[config.mk]
export PLATFORM = sky130hd
export DESIGN_NAME = device_tree_blob_parser_unit_flat
export DESIGN_NICKNAME = d
export VERILOG_FILES = /design/src/design/dtbp_pkg.sv /design/src/design/dtbp_if.sv /design/src/design/device_tree_blob_parser_unit.sv /design/src/flat_wrapper.sv
export VERILOG_INCLUDE_DIRS = /design/src /design/src/design
export SDC_FILE = /design/constraint.sdc
export NUM_CORES = 1
export LEC_CHECK = 0
export BUFFER_PORTS_ARGS = -buffer_cell sky130_fd_sc_hd__buf_4
export CAP_MARGIN = 20
export CELL_PAD_IN_SITES_DETAIL_PLACEMENT = 2
export CELL_PAD_IN_SITES_GLOBAL_PLACEMENT = 2
export CORE_AREA = 2 2 286 288
export DETAILED_ROUTE_END_ITERATION = 10
export DIE_AREA = 0 0 288 290
export PLACE_DENSITY = 0.72
export SLEW_MARGIN = 30
export SYNTH_ARGS = -nofsm -noshare
export SYNTH_HDL_FRONTEND = slang
export SYNTH_SLANG_ARGS = --single-unit
export TNS_END_PERCENT = 1
[constraint.sdc]
create_clock -name clock -period 7.05 [get_ports clock]
set_input_delay 1.41 -clock clock [delete_from_list [all_inputs] [get_ports clock]]
set_output_delay 1.41 -clock clock [all_outputs]
set_load 0.02 [all_outputs]
[src/design/assert_macros.svh]
// Assertion helpers used by the RTL
`ifndef ASSERT_MACROS_SVH
`define ASSERT_MACROS_SVH

// Clocked check, switched off while reset is high
`define DTBP_ASSERT(lbl, clk, rst, prop, msg) \
   lbl: assert property (@(posedge clk) disable iff (rst) prop) else $error(msg);

// Clocked check that also holds during reset
`define DTBP_ASSERT_ALWAYS(lbl, clk, prop, msg) \
   lbl: assert property (@(posedge clk) prop) else $error(msg);

`endif

[src/design/dtbp_pkg.sv]
package dtbp_pkg;

   typedef enum logic [8:0] {
      PH_HEADER     = 9'b000000001,
      PH_GAP_RSV    = 9'b000000010,
      PH_RSV        = 9'b000000100,
      PH_GAP_STRUCT = 9'b000001000,
      PH_TOKEN      = 9'b000010000,
      PH_NAME       = 9'b000100000,
      PH_PROP       = 9'b001000000,
      PH_SKIP       = 9'b010000000,
      PH_DONE       = 9'b100000000
   } phase_type;

   localparam logic [3:0] KIND_RESERVE   = 4'd0;
   localparam logic [3:0] KIND_NODE_BEG  = 4'd1;
   localparam logic [3:0] KIND_NAME_CHAR = 4'd2;
   localparam logic [3:0] KIND_NODE_END  = 4'd3;
   localparam logic [3:0] KIND_PROPERTY  = 4'd4;
   localparam logic [3:0] KIND_NOP       = 4'd5;
   localparam logic [3:0] KIND_END       = 4'd6;
   localparam logic [3:0] KIND_BAD_MAGIC = 4'd7;
   localparam logic [3:0] KIND_UNKNOWN   = 4'd8;

   localparam logic [31:0] FDT_MAGIC    = 32'hd00dfeed;
   localparam logic [31:0] TOK_BEGIN    = 32'h00000001;
   localparam logic [31:0] TOK_END_NODE = 32'h00000002;
   localparam logic [31:0] TOK_PROP     = 32'h00000003;
   localparam logic [31:0] TOK_NOP      = 32'h00000004;
   localparam logic [31:0] TOK_END      = 32'h00000009;

   // Header byte positions of the last byte of each field used
   localparam logic [31:0] HDR_MAGIC_LAST  = 32'd3;
   localparam logic [31:0] HDR_STRUCT_LAST = 32'd11;
   localparam logic [31:0] HDR_RSV_LAST    = 32'd19;
   localparam logic [31:0] HDR_LAST        = 32'd39;

endpackage

[src/design/dtbp_if.sv]
interface dtbp_req_if;
   logic       valid;
   logic       ready;
   logic [7:0] data_byte;
   logic       first_byte;

   modport source (output valid, output data_byte, output first_byte, input ready);
   modport sink   (input valid, input data_byte, input first_byte, output ready);
endinterface

interface dtbp_rsp_if;
   logic        valid;
   logic        ready;
   logic [3:0]  kind;
   logic [7:0]  depth;
   logic [63:0] reserve_address;
   logic [63:0] reserve_size;
   logic [31:0] property_length;
   logic [31:0] property_name_offset;
   logic [7:0]  name_char;
   logic [15:0] event_offset;

   modport source (output valid, output kind, output depth, output reserve_address,
                   output reserve_size, output property_length,
                   output property_name_offset, output name_char,
                   output event_offset, input ready);
   modport sink   (input valid, input kind, input depth, input reserve_address,
                   input reserve_size, input property_length,
                   input property_name_offset, input name_char,
                   input event_offset, output ready);
endinterface

[src/design/device_tree_blob_parser_unit.sv]
// Flattened device tree blob parser.
// req_ch carries the blob one byte per request; first_byte marks offset zero and
// restarts the parser from the header. rsp_ch carries at most one event per byte:
// reservation entries, node begin, name characters, node end, property, nop, end,
// bad magic and unknown token, each with its nesting depth and blob offset.
// Each request is registered in the input register, then parsed into the result
// register that drives rsp_ch. Throughput is one byte per cycle while rsp_ch does
// not stall, set by the update of the parse state (phase, shift word, counters);
// a new request is taken while a result waits.
// When rsp_ch stalls, the result register holds and the input register takes one
// more request; further requests wait until the result is taken.
// After end, unknown token or bad magic, and for bytes at offset BLOB_BYTES and
// beyond, bytes are consumed without events until the next first_byte.
// Synchronous reset empties both registers and returns the parser to the header
// phase at offset zero; no first_byte is needed after reset.
`include "assert_macros.svh"

module device_tree_blob_parser_unit import dtbp_pkg::*; #(
   parameter int BLOB_BYTES = 65536
) (
   input  logic        clock,
   input  logic        reset,
   dtbp_req_if.sink    req_ch,
   dtbp_rsp_if.source  rsp_ch
);

   localparam int POS_W = $clog2(BLOB_BYTES + 1);

   // input register
   logic       in_valid_ff, in_valid_in;
   logic [7:0] in_byte_ff;
   logic       in_first_ff;

   // parse state
   logic [POS_W-1:0] pos_ff, pos_in;
   phase_type        phase_ff, phase_in;
   logic [63:0]      shift_ff, shift_in;
   logic [63:0]      held_addr_ff, held_addr_in;
   logic [31:0]      rsv_off_ff, rsv_off_in;
   logic [31:0]      struct_off_ff, struct_off_in;
   logic [31:0]      skip_ff, skip_in;
   logic [27:0]      held_len_ff, held_len_in;
   logic [7:0]       level_ff, level_in;
   logic [3:0]       field_ff, field_in;

   // result register
   logic        out_valid_ff;
   logic [3:0]  out_kind_ff;
   logic [7:0]  out_depth_ff;
   logic [63:0] out_addr_ff;
   logic [63:0] out_size_ff;
   logic [31:0] out_len_ff;
   logic [31:0] out_noff_ff;
   logic [7:0]  out_char_ff;
   logic [15:0] out_off_ff;

   logic adv, req_take;

   // working values
   logic [POS_W-1:0] cur_pos, nxt_pos;
   phase_type        cur_phase;
   logic [7:0]       cur_level;
   logic [3:0]       cur_field;
   logic [31:0]      p32, next32, low;
   logic [15:0]      p16;
   logic [63:0]      shift_new;
   logic [31:0]      struct_gap, rsv_gap, rsv_span;
   logic             struct_ahead, rsv_ahead;
   logic [27:0]      rsv_count;
   logic [31:0]      prop_len;
   logic [1:0]       prop_pad, name_pad;
   logic [33:0]      prop_skip;
   logic [31:0]      prop_skip_sat;

   logic        emit;
   logic [3:0]  e_kind;
   logic [63:0] e_addr, e_size;
   logic [31:0] e_len, e_noff;
   logic [7:0]  e_char;
   logic [15:0] e_off;

   assign adv      = in_valid_ff && (!out_valid_ff || rsp_ch.ready);
   assign req_take = req_ch.valid && req_ch.ready;
   assign req_ch.ready = !in_valid_ff || adv;

   assign rsp_ch.valid                = out_valid_ff;
   assign rsp_ch.kind                 = out_kind_ff;
   assign rsp_ch.depth                = out_depth_ff;
   assign rsp_ch.reserve_address      = out_addr_ff;
   assign rsp_ch.reserve_size         = out_size_ff;
   assign rsp_ch.property_length      = out_len_ff;
   assign rsp_ch.property_name_offset = out_noff_ff;
   assign rsp_ch.name_char            = out_char_ff;
   assign rsp_ch.event_offset         = out_off_ff;

   always_comb begin
      if (req_take) begin
         in_valid_in = 1'b1;
      end else if (adv) begin
         in_valid_in = 1'b0;
      end else begin
         in_valid_in = in_valid_ff;
      end
   end

   // restart replaces the control state before the byte is parsed
   always_comb begin
      cur_pos   = in_first_ff ? '0 : pos_ff;
      cur_phase = in_first_ff ? PH_HEADER : phase_ff;
      cur_level = in_first_ff ? 8'd0 : level_ff;
      cur_field = in_first_ff ? 4'd0 : field_ff;
   end

   assign nxt_pos   = cur_pos + POS_W'(1);
   assign p32       = 32'(cur_pos);
   assign next32    = 32'(nxt_pos);
   assign p16       = 16'(cur_pos);
   assign shift_new = {shift_ff[55:0], in_byte_ff};
   assign low       = shift_new[31:0];

   assign struct_ahead = struct_off_ff > next32;
   assign struct_gap   = struct_off_ff - next32;
   assign rsv_ahead    = rsv_off_ff > next32;
   assign rsv_gap      = rsv_off_ff - next32;
   assign rsv_span     = struct_off_ff - rsv_off_ff;
   assign rsv_count    = (struct_off_ff > rsv_off_ff) ? rsv_span[31:4] : 28'd0;

   // value plus padding up to the next 4-byte boundary
   assign prop_len      = shift_new[63:32];
   assign prop_pad      = 2'd0 - (next32[1:0] + prop_len[1:0]);
   assign prop_skip     = {2'b00, prop_len} + {32'd0, prop_pad};
   assign prop_skip_sat = (prop_skip[33:32] != 2'b00) ? 32'hffffffff : prop_skip[31:0];
   assign name_pad      = 2'd0 - next32[1:0];

   always_comb begin
      pos_in        = cur_pos;
      phase_in      = cur_phase;
      shift_in      = shift_ff;
      held_addr_in  = held_addr_ff;
      rsv_off_in    = rsv_off_ff;
      struct_off_in = struct_off_ff;
      skip_in       = skip_ff;
      held_len_in   = held_len_ff;
      level_in      = cur_level;
      field_in      = cur_field;
      emit          = 1'b0;
      e_kind        = KIND_NOP;
      e_addr        = 64'd0;
      e_size        = 64'd0;
      e_len         = 32'd0;
      e_noff        = 32'd0;
      e_char        = 8'd0;
      e_off         = p16 - 16'd3;

      if (32'(cur_pos) >= 32'(BLOB_BYTES)) begin
         phase_in = PH_DONE;
      end else begin
         pos_in   = nxt_pos;
         shift_in = shift_new;
         case (cur_phase)
            PH_HEADER: begin
               if (p32 == HDR_MAGIC_LAST && low != FDT_MAGIC) begin
                  phase_in = PH_DONE;
                  emit     = 1'b1;
                  e_kind   = KIND_BAD_MAGIC;
                  e_off    = 16'd0;
               end else begin
                  if (p32 == HDR_STRUCT_LAST) begin
                     struct_off_in = low;
                  end
                  if (p32 == HDR_RSV_LAST) begin
                     rsv_off_in = low;
                  end
                  if (p32 == HDR_LAST) begin
                     held_len_in = rsv_count;
                     field_in    = 4'd0;
                     if (rsv_count == 28'd0) begin
                        if (struct_ahead) begin
                           skip_in  = struct_gap;
                           phase_in = PH_GAP_STRUCT;
                        end else begin
                           phase_in = PH_TOKEN;
                        end
                     end else if (rsv_ahead) begin
                        skip_in  = rsv_gap;
                        phase_in = PH_GAP_RSV;
                     end else begin
                        phase_in = PH_RSV;
                     end
                  end
               end
            end
            PH_GAP_RSV: begin
               skip_in = skip_ff - 32'd1;
               if (skip_ff == 32'd1) begin
                  phase_in = PH_RSV;
                  field_in = 4'd0;
               end
            end
            PH_RSV: begin
               field_in = cur_field + 4'd1;
               if (cur_field == 4'd7) begin
                  held_addr_in = shift_new;
               end
               if (cur_field == 4'd15) begin
                  emit        = 1'b1;
                  e_kind      = KIND_RESERVE;
                  e_off       = p16 - 16'd15;
                  e_addr      = held_addr_ff;
                  e_size      = shift_new;
                  field_in    = 4'd0;
                  held_len_in = held_len_ff - 28'd1;
                  if (held_len_ff == 28'd1) begin
                     if (struct_ahead) begin
                        skip_in  = struct_gap;
                        phase_in = PH_GAP_STRUCT;
                     end else begin
                        phase_in = PH_TOKEN;
                     end
                  end
               end
            end
            PH_GAP_STRUCT, PH_SKIP: begin
               skip_in = skip_ff - 32'd1;
               if (skip_ff == 32'd1) begin
                  phase_in = PH_TOKEN;
                  field_in = 4'd0;
               end
            end
            PH_TOKEN: begin
               field_in = cur_field + 4'd1;
               if (cur_field == 4'd3) begin
                  field_in = 4'd0;
                  case (low)
                     TOK_BEGIN: begin
                        if (cur_level != 8'd255) begin
                           level_in = cur_level + 8'd1;
                        end
                        phase_in = PH_NAME;
                        emit     = 1'b1;
                        e_kind   = KIND_NODE_BEG;
                     end
                     TOK_END_NODE: begin
                        if (cur_level != 8'd0) begin
                           level_in = cur_level - 8'd1;
                        end
                        emit   = 1'b1;
                        e_kind = KIND_NODE_END;
                     end
                     TOK_PROP: begin
                        phase_in = PH_PROP;
                     end
                     TOK_NOP: begin
                        emit   = 1'b1;
                        e_kind = KIND_NOP;
                     end
                     TOK_END: begin
                        phase_in = PH_DONE;
                        emit     = 1'b1;
                        e_kind   = KIND_END;
                     end
                     default: begin
                        phase_in = PH_DONE;
                        emit     = 1'b1;
                        e_kind   = KIND_UNKNOWN;
                     end
                  endcase
               end
            end
            PH_NAME: begin
               if (in_byte_ff == 8'd0) begin
                  // terminator: skip padding to the next word
                  field_in = 4'd0;
                  if (name_pad != 2'd0) begin
                     skip_in  = 32'(name_pad);
                     phase_in = PH_SKIP;
                  end else begin
                     phase_in = PH_TOKEN;
                  end
               end else begin
                  emit   = 1'b1;
                  e_kind = KIND_NAME_CHAR;
                  e_off  = p16;
                  e_char = in_byte_ff;
               end
            end
            PH_PROP: begin
               field_in = cur_field + 4'd1;
               if (cur_field == 4'd7) begin
                  held_len_in = prop_len[27:0];
                  emit        = 1'b1;
                  e_kind      = KIND_PROPERTY;
                  e_off       = p16 - 16'd11;
                  e_len       = prop_len;
                  e_noff      = low;
                  field_in    = 4'd0;
                  if (prop_skip_sat != 32'd0) begin
                     skip_in  = prop_skip_sat;
                     phase_in = PH_SKIP;
                  end else begin
                     phase_in = PH_TOKEN;
                  end
               end
            end
            default: begin
               phase_in = PH_DONE;
            end
         endcase
      end
   end

   always_ff @(posedge clock) begin
      if (reset) begin
         in_valid_ff  <= 1'b0;
         out_valid_ff <= 1'b0;
         pos_ff       <= '0;
         phase_ff     <= PH_HEADER;
         level_ff     <= 8'd0;
         field_ff     <= 4'd0;
      end else begin
         in_valid_ff <= in_valid_in;
         if (adv) begin
            out_valid_ff <= emit;
            pos_ff       <= pos_in;
            phase_ff     <= phase_in;
            level_ff     <= level_in;
            field_ff     <= field_in;
         end else if (rsp_ch.ready) begin
            out_valid_ff <= 1'b0;
         end
      end
   end

   always_ff @(posedge clock) begin
      if (req_take) begin
         in_byte_ff  <= req_ch.data_byte;
         in_first_ff <= req_ch.first_byte;
      end
      if (adv) begin
         shift_ff      <= shift_in;
         held_addr_ff  <= held_addr_in;
         rsv_off_ff    <= rsv_off_in;
         struct_off_ff <= struct_off_in;
         skip_ff       <= skip_in;
         held_len_ff   <= held_len_in;
         if (emit) begin
            out_kind_ff  <= e_kind;
            out_depth_ff <= level_in;
            out_addr_ff  <= e_addr;
            out_size_ff  <= e_size;
            out_len_ff   <= e_len;
            out_noff_ff  <= e_noff;
            out_char_ff  <= e_char;
            out_off_ff   <= e_off;
         end
      end
   end

   `DTBP_ASSERT(a_begin_depth, clock, reset, rsp_ch.valid && rsp_ch.kind == KIND_NODE_BEG |-> rsp_ch.depth != 8'd0, "node begin reported at depth zero")
   `DTBP_ASSERT(a_name_nonzero, clock, reset, rsp_ch.valid && rsp_ch.kind == KIND_NAME_CHAR |-> rsp_ch.name_char != 8'd0, "terminator reported as name character")
   `DTBP_ASSERT(a_done_silent, clock, reset, adv && !in_first_ff && phase_ff == PH_DONE |=> !out_valid_ff, "event produced after parsing stopped")
   `DTBP_ASSERT_ALWAYS(a_pos_bound, clock, 32'(pos_ff) <= 32'(BLOB_BYTES), "byte position beyond blob limit")

endmodule
[src/flat_wrapper.sv]
// flat-port wrapper written by rule: the top's interface ports become plain ports
module device_tree_blob_parser_unit_flat import dtbp_pkg::*;
#(
   parameter int BLOB_BYTES = 65536
)
  (clock, reset, req_ch_valid, req_ch_data_byte, req_ch_first_byte, req_ch_ready, rsp_ch_valid, rsp_ch_kind, rsp_ch_depth, rsp_ch_reserve_address, rsp_ch_reserve_size, rsp_ch_property_length, rsp_ch_property_name_offset, rsp_ch_name_char, rsp_ch_event_offset, rsp_ch_ready);
  dtbp_req_if req_ch_i ();
  dtbp_rsp_if rsp_ch_i ();
  input  logic clock;
  input  logic reset;
  input wire logic [$bits(req_ch_i.valid)-1:0] req_ch_valid;
  input wire logic [$bits(req_ch_i.data_byte)-1:0] req_ch_data_byte;
  input wire logic [$bits(req_ch_i.first_byte)-1:0] req_ch_first_byte;
  output wire logic [$bits(req_ch_i.ready)-1:0] req_ch_ready;
  output wire logic [$bits(rsp_ch_i.valid)-1:0] rsp_ch_valid;
  output wire logic [$bits(rsp_ch_i.kind)-1:0] rsp_ch_kind;
  output wire logic [$bits(rsp_ch_i.depth)-1:0] rsp_ch_depth;
  output wire logic [$bits(rsp_ch_i.reserve_address)-1:0] rsp_ch_reserve_address;
  output wire logic [$bits(rsp_ch_i.reserve_size)-1:0] rsp_ch_reserve_size;
  output wire logic [$bits(rsp_ch_i.property_length)-1:0] rsp_ch_property_length;
  output wire logic [$bits(rsp_ch_i.property_name_offset)-1:0] rsp_ch_property_name_offset;
  output wire logic [$bits(rsp_ch_i.name_char)-1:0] rsp_ch_name_char;
  output wire logic [$bits(rsp_ch_i.event_offset)-1:0] rsp_ch_event_offset;
  input wire logic [$bits(rsp_ch_i.ready)-1:0] rsp_ch_ready;
  assign req_ch_i.valid = req_ch_valid;
  assign req_ch_i.data_byte = req_ch_data_byte;
  assign req_ch_i.first_byte = req_ch_first_byte;
  assign req_ch_ready = req_ch_i.ready;
  assign rsp_ch_valid = rsp_ch_i.valid;
  assign rsp_ch_kind = rsp_ch_i.kind;
  assign rsp_ch_depth = rsp_ch_i.depth;
  assign rsp_ch_reserve_address = rsp_ch_i.reserve_address;
  assign rsp_ch_reserve_size = rsp_ch_i.reserve_size;
  assign rsp_ch_property_length = rsp_ch_i.property_length;
  assign rsp_ch_property_name_offset = rsp_ch_i.property_name_offset;
  assign rsp_ch_name_char = rsp_ch_i.name_char;
  assign rsp_ch_event_offset = rsp_ch_i.event_offset;
  assign rsp_ch_i.ready = rsp_ch_ready;
  device_tree_blob_parser_unit #(.BLOB_BYTES(BLOB_BYTES)) u_core (.clock(clock), .reset(reset), .req_ch(req_ch_i), .rsp_ch(rsp_ch_i));
endmodule
==> results of run 1 <==
final timing paths:
check	start	end	slack [ns]	depth (start not counted)
setup / recovery	u_core.in_first_ff	u_core.skip_ff[3]	0.75	20
hold reg to reg	u_core.pos_ff[1]	u_core.pos_ff[1]	0.51	2
setup reg to reg	u_core.in_first_ff	u_core.skip_ff[3]	0.75	20
hold / removal	u_core.pos_ff[1]	u_core.pos_ff[1]	0.51	2
per-layer routing:
metal,GRT usage,vias to the layer above,part of all wire
met3,0.0351,253,0.045
met5,0,-,0.00010
li1,-,10538,-
met2,0.508,775,0.50
met1,0.367,12570,0.41
met4,0.126,2,0.048
cells in the final DEF, fill, tap and decap left out, types with 24 or more instances in the layout:
master,Yosys,layout
buf_4,3,285
inv_1,85,83
a22oi_1,26,26
a21o_1,37,37
a211oi_1,30,30
nand3_1,64,64
mux2i_1,36,36
xor2_1,61,61
nand4_1,38,38
o21ai_1,28,28
edfxtp_1,481,481
nor2_1,203,199
o21ai_0,119,119
clkbuf_16,0,59
and3_1,202,202
nand2_1,193,193
ha_1,79,79
xnor2_1,116,116
a21oi_1,146,144
nor3_1,100,98
nor2b_1,29,29
dfxtp_1,40,40
a31oi_1,24,24
nor4_1,39,37
kinds of logic after synthesis:
kind of cell | Yosys count
AND/OR/NAND/NOR | 1019
AO/OA/AOI/OAI | 597
flip-flops | 521
buffers and inverters | 238
XOR/XNOR | 177
adder cells (fa/ha/maj) | 82
multiplexers | 49
report_power, final:
group | total (uW) | internal, uW | leakage (uW) | switching (uW)
clock network | 3370 | 2010 | 0.00101 | 1360
logic | 364 | 109 | 0.00701 | 255
registers | 3480 | 3390 | 0.00522 | 88.9
flip-flops by register name, indices dropped and copies added, names as in the netlist:
name	cells
u_core.pos_ff	17
u_core.rsv_off_ff	32
u_core.rsp_ch.kind	4
u_core.rsp_ch.event_offset	16
u_core.field_ff	4
u_core.held_addr_ff	64
u_core.in_valid_ff	1
u_core.rsp_ch.name_char	8
u_core.rsp_ch.reserve_size	64
u_core.rsp_ch.reserve_address	64
u_core.phase_ff	9
u_core.held_len_ff	28
u_core.rsp_ch.valid	1
u_core.rsp_ch.property_length	32
u_core.rsp_ch.property_name_offset	32
u_core.skip_ff	32
u_core.level_ff	8
u_core.in_first_ff	1
u_core.in_byte_ff	8
u_core.struct_off_ff	32
u_core.shift_ff	56
u_core.rsp_ch.depth	8
Yosys cell counts (all sizes together), types with 7 or more instances:
cell type,n,area share
and3,204,0.045
o31ai,18,0.0047
o221ai,15,0.0046
o211ai,19,0.0050
or3,20,0.0044
mux2i,37,0.013
a221oi,13,0.0042
o41ai,7,0.0024
buf,26,0.0058
nor2b,29,0.0063
nand2,199,0.027
clkbuf,122,0.017
nand3,65,0.012
a31oi,24,0.0052
a221o,9,0.0031
o22ai,14,0.0031
xor2,61,0.019
or2,17,0.0038
a21boi,9,0.0024
a22oi,26,0.0068
xnor2,116,0.035
a211oi,31,0.0083
ha,79,0.034
or4,14,0.0038
mux2,12,0.0047
edfxtp,481,0.50
nor3b,9,0.0024
nand3b,9,0.0025
nand4,39,0.0090
o21ai,149,0.026
nor2,203,0.027
dfxtp,40,0.028
nor4,41,0.0094
and4,16,0.0050
a21o,37,0.0097
inv,85,0.011
o21bai,10,0.0026
and2,7,0.0015
nor3,104,0.019
nand2b,17,0.0037
a21oi,147,0.026
o21a,20,0.0052
worst register-to-register path, cell delays in order (launching register included):
cell and delay, ns:
edfxtp_1 0.40, buf_4 0.25, nor2b_1 0.35, ha_1 0.22, buf_4 0.19, and3_1 0.29
nand3_1 0.20, nor3_1 0.33, and3_1 0.24, xor2_1 0.08, buf_4 0.18, ha_1 0.37
and3_1 0.23, nand3_1 0.15, or4_1 0.65, a211oi_2 0.31, nand2_2 0.60, o21ai_1 0.43
nor2_1 0.06, a2111oi_0 0.38, a21oi_1 0.08
cell type report:
class                   count  area [sq um]
diodes                      2          5.00
clock buffers              78          1610
clock inverters            30           484
fillers                  8369         46400
inverters                  87           330
multi-input cells        1924         12500
flip-flops and latches    521         15200
well taps                1060          1330
repair buffers            291          2240
through the flow:
stage / setup TNS (ns) / instances / hold WS (ns) / area (sq um) / power [uW]
3_5_place_dp: 0 / 3883 / 0.505 / 31600 / 3890
4_1_cts: 0 / 3991 / 0.513 / 33700 / 7240
3_3_place_gp: 0 / 3883 / 0.465 / 31600 / 3880
2_1_floorplan: -8.58 / 2683 / 0.424 / 28700 / 3720
6_report: 0 / 3993 / 0.512 / 33700 / 7210
5_1_grt: 0 / 3992 / 0.552 / 33700 / 7380
==> impl_metrics.py, run 1 <==
metrics = {
    "power_and_ir_drop": {
        "p_leak_uw": 0.0132,
        "peakVddDrop_mv": 0.189,
        "powerDensity_nw_per_um2": 214,
    },
    "route": {
        "vias_per_cell": 6.05,
        "totalWireLength_microns": 125000,
        "dr.pass1.iters": 6,
        "drc_errors": 0,
        "drt_iter0_drc": 2083,
        "drt.antenna.violating_nets": 0,
        "routedWlPerCell_microns": 31.2,
        "vias": 24138,
    },
    "setup_path": {
        "crit_arrival_ns": 6.63,
        "path_delay_family": "simple AND/OR/NAND/NOR gates",
        "cp_max_fo": 37,
        "critical_path.cell_chain": "buf_4, nor2b_1, ha_1, buf_4, and3_1, nand3_1, nor3_1, and3_1, xor2_1, buf_4, ha_1, and3_1, nand3_1, or4_1, a211oi_2, nand2_2, o21ai_1, nor2_1, a2111oi_0, a21oi_1",
        "worst_setup_path_end_kind": "flip-flop",
        "path_buf_inv": 3,
        "worst_ep_required_time_ns": 7.38,
        "path_class": "reg2reg",
        "slowest_stage": "or4_1",
        "critPathLaunchType": "flip-flop",
        "cp_slowest_stage_delay_ns": 0.65,
    },
    "logic_synthesis": {
        "yosys_warnings": 0,
        "synthAdderAreaFrac": 0.0365,
        "async_flop_share": 0,
        "synth_edf_count": 481,
        "ys_seq_area_frac": 0.531,
        "yosys.area_share.xor_xnor": 0.0540,
        "synth_top_family_by_area": "simple AND/OR/NAND/NOR gates",
        "synth_area_sq_um": 28700,
        "synth_compound_area_frac": 0.135,
        "synth_mux_area_frac": 0.0181,
        "syn_nets": 2778,
        "ys_types": 111,
        "synth-simple-area-share": 0.189,
        "ys_ff_latch": 521,
        "synth_flop_cell": "edfxtp_1",
        "syn-instance-count": 2683,
        "avgSynthCellArea_sq_um": 10.7,
    },
    "clock_network": {
        "numCtsBuffers": 59,
        "clkSinkCount": 521,
        "tritoncts": "done",
        "post_cts_buffers": 0,
        "clockBufferDepth": 3,
        "insertion_delay_ns": 0.65,
        "cts_resized": 0,
        "cts_root_buffer": "clkbuf_16",
        "cts.clk_slew.worst_paths_ns": 0.06,
        "h-tree-depth": 2,
        "cts_hold_repair.buffers": 0,
    },
    "timing": {
        "timing.final.crit_period_ns": 6.30,
        "worst_pin_slew_ns": 1.01,
        "setup_viol": 0,
        "drv_slew": 0,
        "max_slew_margin": 0.327,
        "final.setup.worst_slack_ns": 0.747,
        "timing.fmax_ghz": 0.159,
        "period_share": 0.894,
        "hold_viol_final": 0,
        "fin_skew_ns": 0.0381,
        "rsz0062_at_grt": "false",
    },
    "floorplanning": {
        "start_util": 0.358,
        "die_x_microns": 288,
        "die_h_microns": 290,
        "die-area_sq_um": 83500,
        "row_count": 104,
        "ios": 243,
        "fp.coreArea_sq_um": 80200,
    },
    "grt": {
        "overflow": 0,
        "grt_max_degree": 94,
        "grt_pass1_vias": 26147,
        "grt_antenna_before_repair": 6,
        "grt_use_total": 0.294,
        "grt_pass1_wl_microns": 182000,
    },
    "layout": {
        "finalNetCount": 2979,
        "drive_gt1_frac": 0.157,
        "area_growth_pct": 17.6,
        "final_util": 0.421,
    },
    "worst_hold_path": {
        "hp-class": "reg2reg",
    },
    "status": {
        "status": "finished clean",
    },
    "placed_design": {
        "gp_congestion": 0.901,
        "hpwl_microns": 90700,
        "io_buffers": 242,
        "dp_worst_setup_slack_ns": 0.835,
    },
    "run": {
        "cap_violations": 0,
    },
}
No activity file was read; power rests on OpenSTA's default activity.
==> run 2: changes to the inputs <==
--- a/config.mk
+++ b/config.mk
@@ -14,6 +14,7 @@
 export DETAILED_ROUTE_END_ITERATION = 10
 export DIE_AREA = 0 0 288 290
 export PLACE_DENSITY = 0.72
+export REMOVE_ABC_BUFFERS = 1
 export SLEW_MARGIN = 30
 export SYNTH_ARGS = -nofsm -noshare
 export SYNTH_HDL_FRONTEND = slang
==> run 2 against run 1 <==
  * Count of clock-buffer cells in the layout down 1
  * Die area unchanged
  * Critical path type unchanged
  * Clock power down 9.5%
==> impl_metrics.py, run 2 (synthesis results as in run 1) <==
metrics = {
    "worst_hold_path": {
        "hp-class": "reg2reg",
    },
    "timing": {
        "worst_pin_slew_ns": 1.04,
        "hold_viol_final": 0,
        "setup_viol": 0,
        "period_share": 0.894,
        "timing.final.crit_period_ns": 6.30,
        "max_slew_margin": 0.305,
        "final.setup.worst_slack_ns": 0.747,
        "timing.fmax_ghz": 0.159,
        "fin_skew_ns": 0.0241,
        "rsz0062_at_grt": "false",
        "fin_tns_setup_ns": 0,
        "holdWs_ns": 0.540,
        "drv_slew": 0,
    },
    "placed_design": {
        "dp_worst_setup_slack_ns": 0.893,
        "gp_congestion": 0.906,
        "hpwl_microns": 88100,
        "io_buffers": 242,
    },
    "clock_network": {
        "cts.clk_slew.worst_paths_ns": 0.06,
        "tritoncts": "done",
        "numCtsBuffers": 58,
        "cts_root_buffer": "clkbuf_16",
        "post_cts_buffers": 0,
        "clkSinkCount": 521,
        "cts_hold_repair.buffers": 0,
        "clockBufferDepth": 3,
        "insertion_delay_ns": 0.64,
        "h-tree-depth": 2,
        "cts_resized": 0,
    },
    "route": {
        "drc_errors": 0,
        "vias_per_cell": 5.90,
        "dr.pass1.iters": 5,
        "totalWireLength_microns": 118000,
        "routedWlPerCell_microns": 29.5,
        "vias": 23561,
        "drt_iter0_drc": 1487,
        "drt.antenna.violating_nets": 0,
    },
    "power_and_ir_drop": {
        "power_frac_comb": 0.052,
        "switching_share": 0.239,
        "power_frac_seq": 0.504,
        "p_clk_frac": 0.444,
        "p_int_uw": 5230,
        "p_leak_uw": 0.0132,
        "peakVddDrop_mv": 0.188,
        "power.switching_uw": 1650,
        "powerDensity_nw_per_um2": 205,
    },
    "floorplanning": {
        "die_x_microns": 288,
        "start_util": 0.358,
        "row_count": 104,
        "die-area_sq_um": 83500,
        "die_h_microns": 290,
        "ios": 243,
        "fp.coreArea_sq_um": 80200,
    },
    "layout": {
        "finalNetCount": 2977,
        "n_fill_cell": 8452,
        "area_growth_pct": 16.8,
        "final_common_cell": "edfxtp_1",
        "drive_gt1_frac": 0.155,
        "final_cell_mix": "edfxtp_1 (481), buf_4 (288), and3_1 (202)",
    },
    "run": {
        "cap_violations": 0,
    },
    "status": {
        "status": "finished clean",
    },
    "setup_path": {
        "path_buf_inv": 5,
        "cp_common_cell": "inv_1",
        "path_delay_family": "simple AND/OR/NAND/NOR gates",
        "worst_ep_required_time_ns": 7.38,
        "critical_path.cell_chain": "clkinv_1, nand2_1, inv_1, ha_1, inv_1, xnor2_1, inv_1, fa_1, nand3b_2, or4_1, nor4_2, nand3_1, xnor2_1, nor4_2, nand4_1, or4b_4, o21ai_0, nor2_2, buf_4",
        "slowest_stage": "or4_1",
        "path_class": "reg2reg",
        "critPathLaunchType": "flip-flop",
        "cp_max_fo": 32,
        "crit_arrival_ns": 6.64,
        "worst_setup_path_end_kind": "flip-flop",
        "cp_slowest_stage_delay_ns": 0.71,
    },
    "grt": {
        "overflow": 0,
        "grt_max_degree": 122,
        "grt_antenna_before_repair": 4,
        "grt_use_total": 0.277,
        "grt_pass1_wl_microns": 174000,
        "grt_pass1_vias": 25399,
    },
}
-- run 2: metrics by stage --
step	area (sq um)	cells	power [uW]	util
detailed placement	31600	3882	3880	0.394
floorplan	28000	2532	3700	-
CTS	33500	3991	6940	0.418
global route	33500	3992	7070	0.418
finish	33500	3993	6880	0.418
global placement	31600	3882	3870	0.394
-- run 2: layout make-up --
type	instances	area [sq um]	share of cell area
clock inverters	32	320	0.00956
inverters	87	334	0.00997
well taps	1060	1330	0.0396
clock buffers	77	1550	0.0464
multi-input cells	1924	12500	0.373
diodes	2	5.00	0.000149
flip-flops and latches	521	15200	0.455
repair buffers	290	2200	0.0657
-- run 2: worst reg2reg max path: stages (launching register included) --
cell and delay (ns):
edfxtp_1 0.38, clkinv_1 0.11, nand2_1 0.25, inv_1 0.25, ha_1 0.44, inv_1 0.22, xnor2_1 0.29, inv_1 0.09
fa_1 0.46, nand3b_2 0.34, or4_1 0.71, nor4_2 0.37, nand3_1 0.15, xnor2_1 0.20, nor4_2 0.31, nand4_1 0.15
or4b_4 0.67, o21ai_0 0.27, nor2_2 0.05, buf_4 0.29
-- run 2: worst paths after layout --
path                           start                  to  slack (ns)  depth (start not counted)
setup / recovery  u_core.in_first_ff  u_core.skip_ff[25]        0.75                         19
hold / removal    u_core.field_ff[1]  u_core.field_ff[1]        0.54                          2
setup reg to reg  u_core.in_first_ff  u_core.skip_ff[25]        0.75                         19
hold reg to reg   u_core.field_ff[1]  u_core.field_ff[1]        0.54                          2
-- run 2: layer usage --
metal / track usage / vias to the layer above / share of wire
met5: 0 / - / 0.00011
met3: 0.0253 / 201 / 0.035
met2: 0.500 / 600 / 0.51
met4: 0.104 / 2 / 0.042
met1: 0.340 / 12222 / 0.41
li1: - / 10536 / -
-- run 2: power by group through the flow --
stage	clock, uW	combinational, uW	sequential (uW)
6_report	3050	360	3460
3_3_place_gp	0	342	3520
2_1_floorplan	0	202	3490
5_1_grt	3210	389	3470
3_5_place_dp	0	355	3530
4_1_cts	3120	358	3460
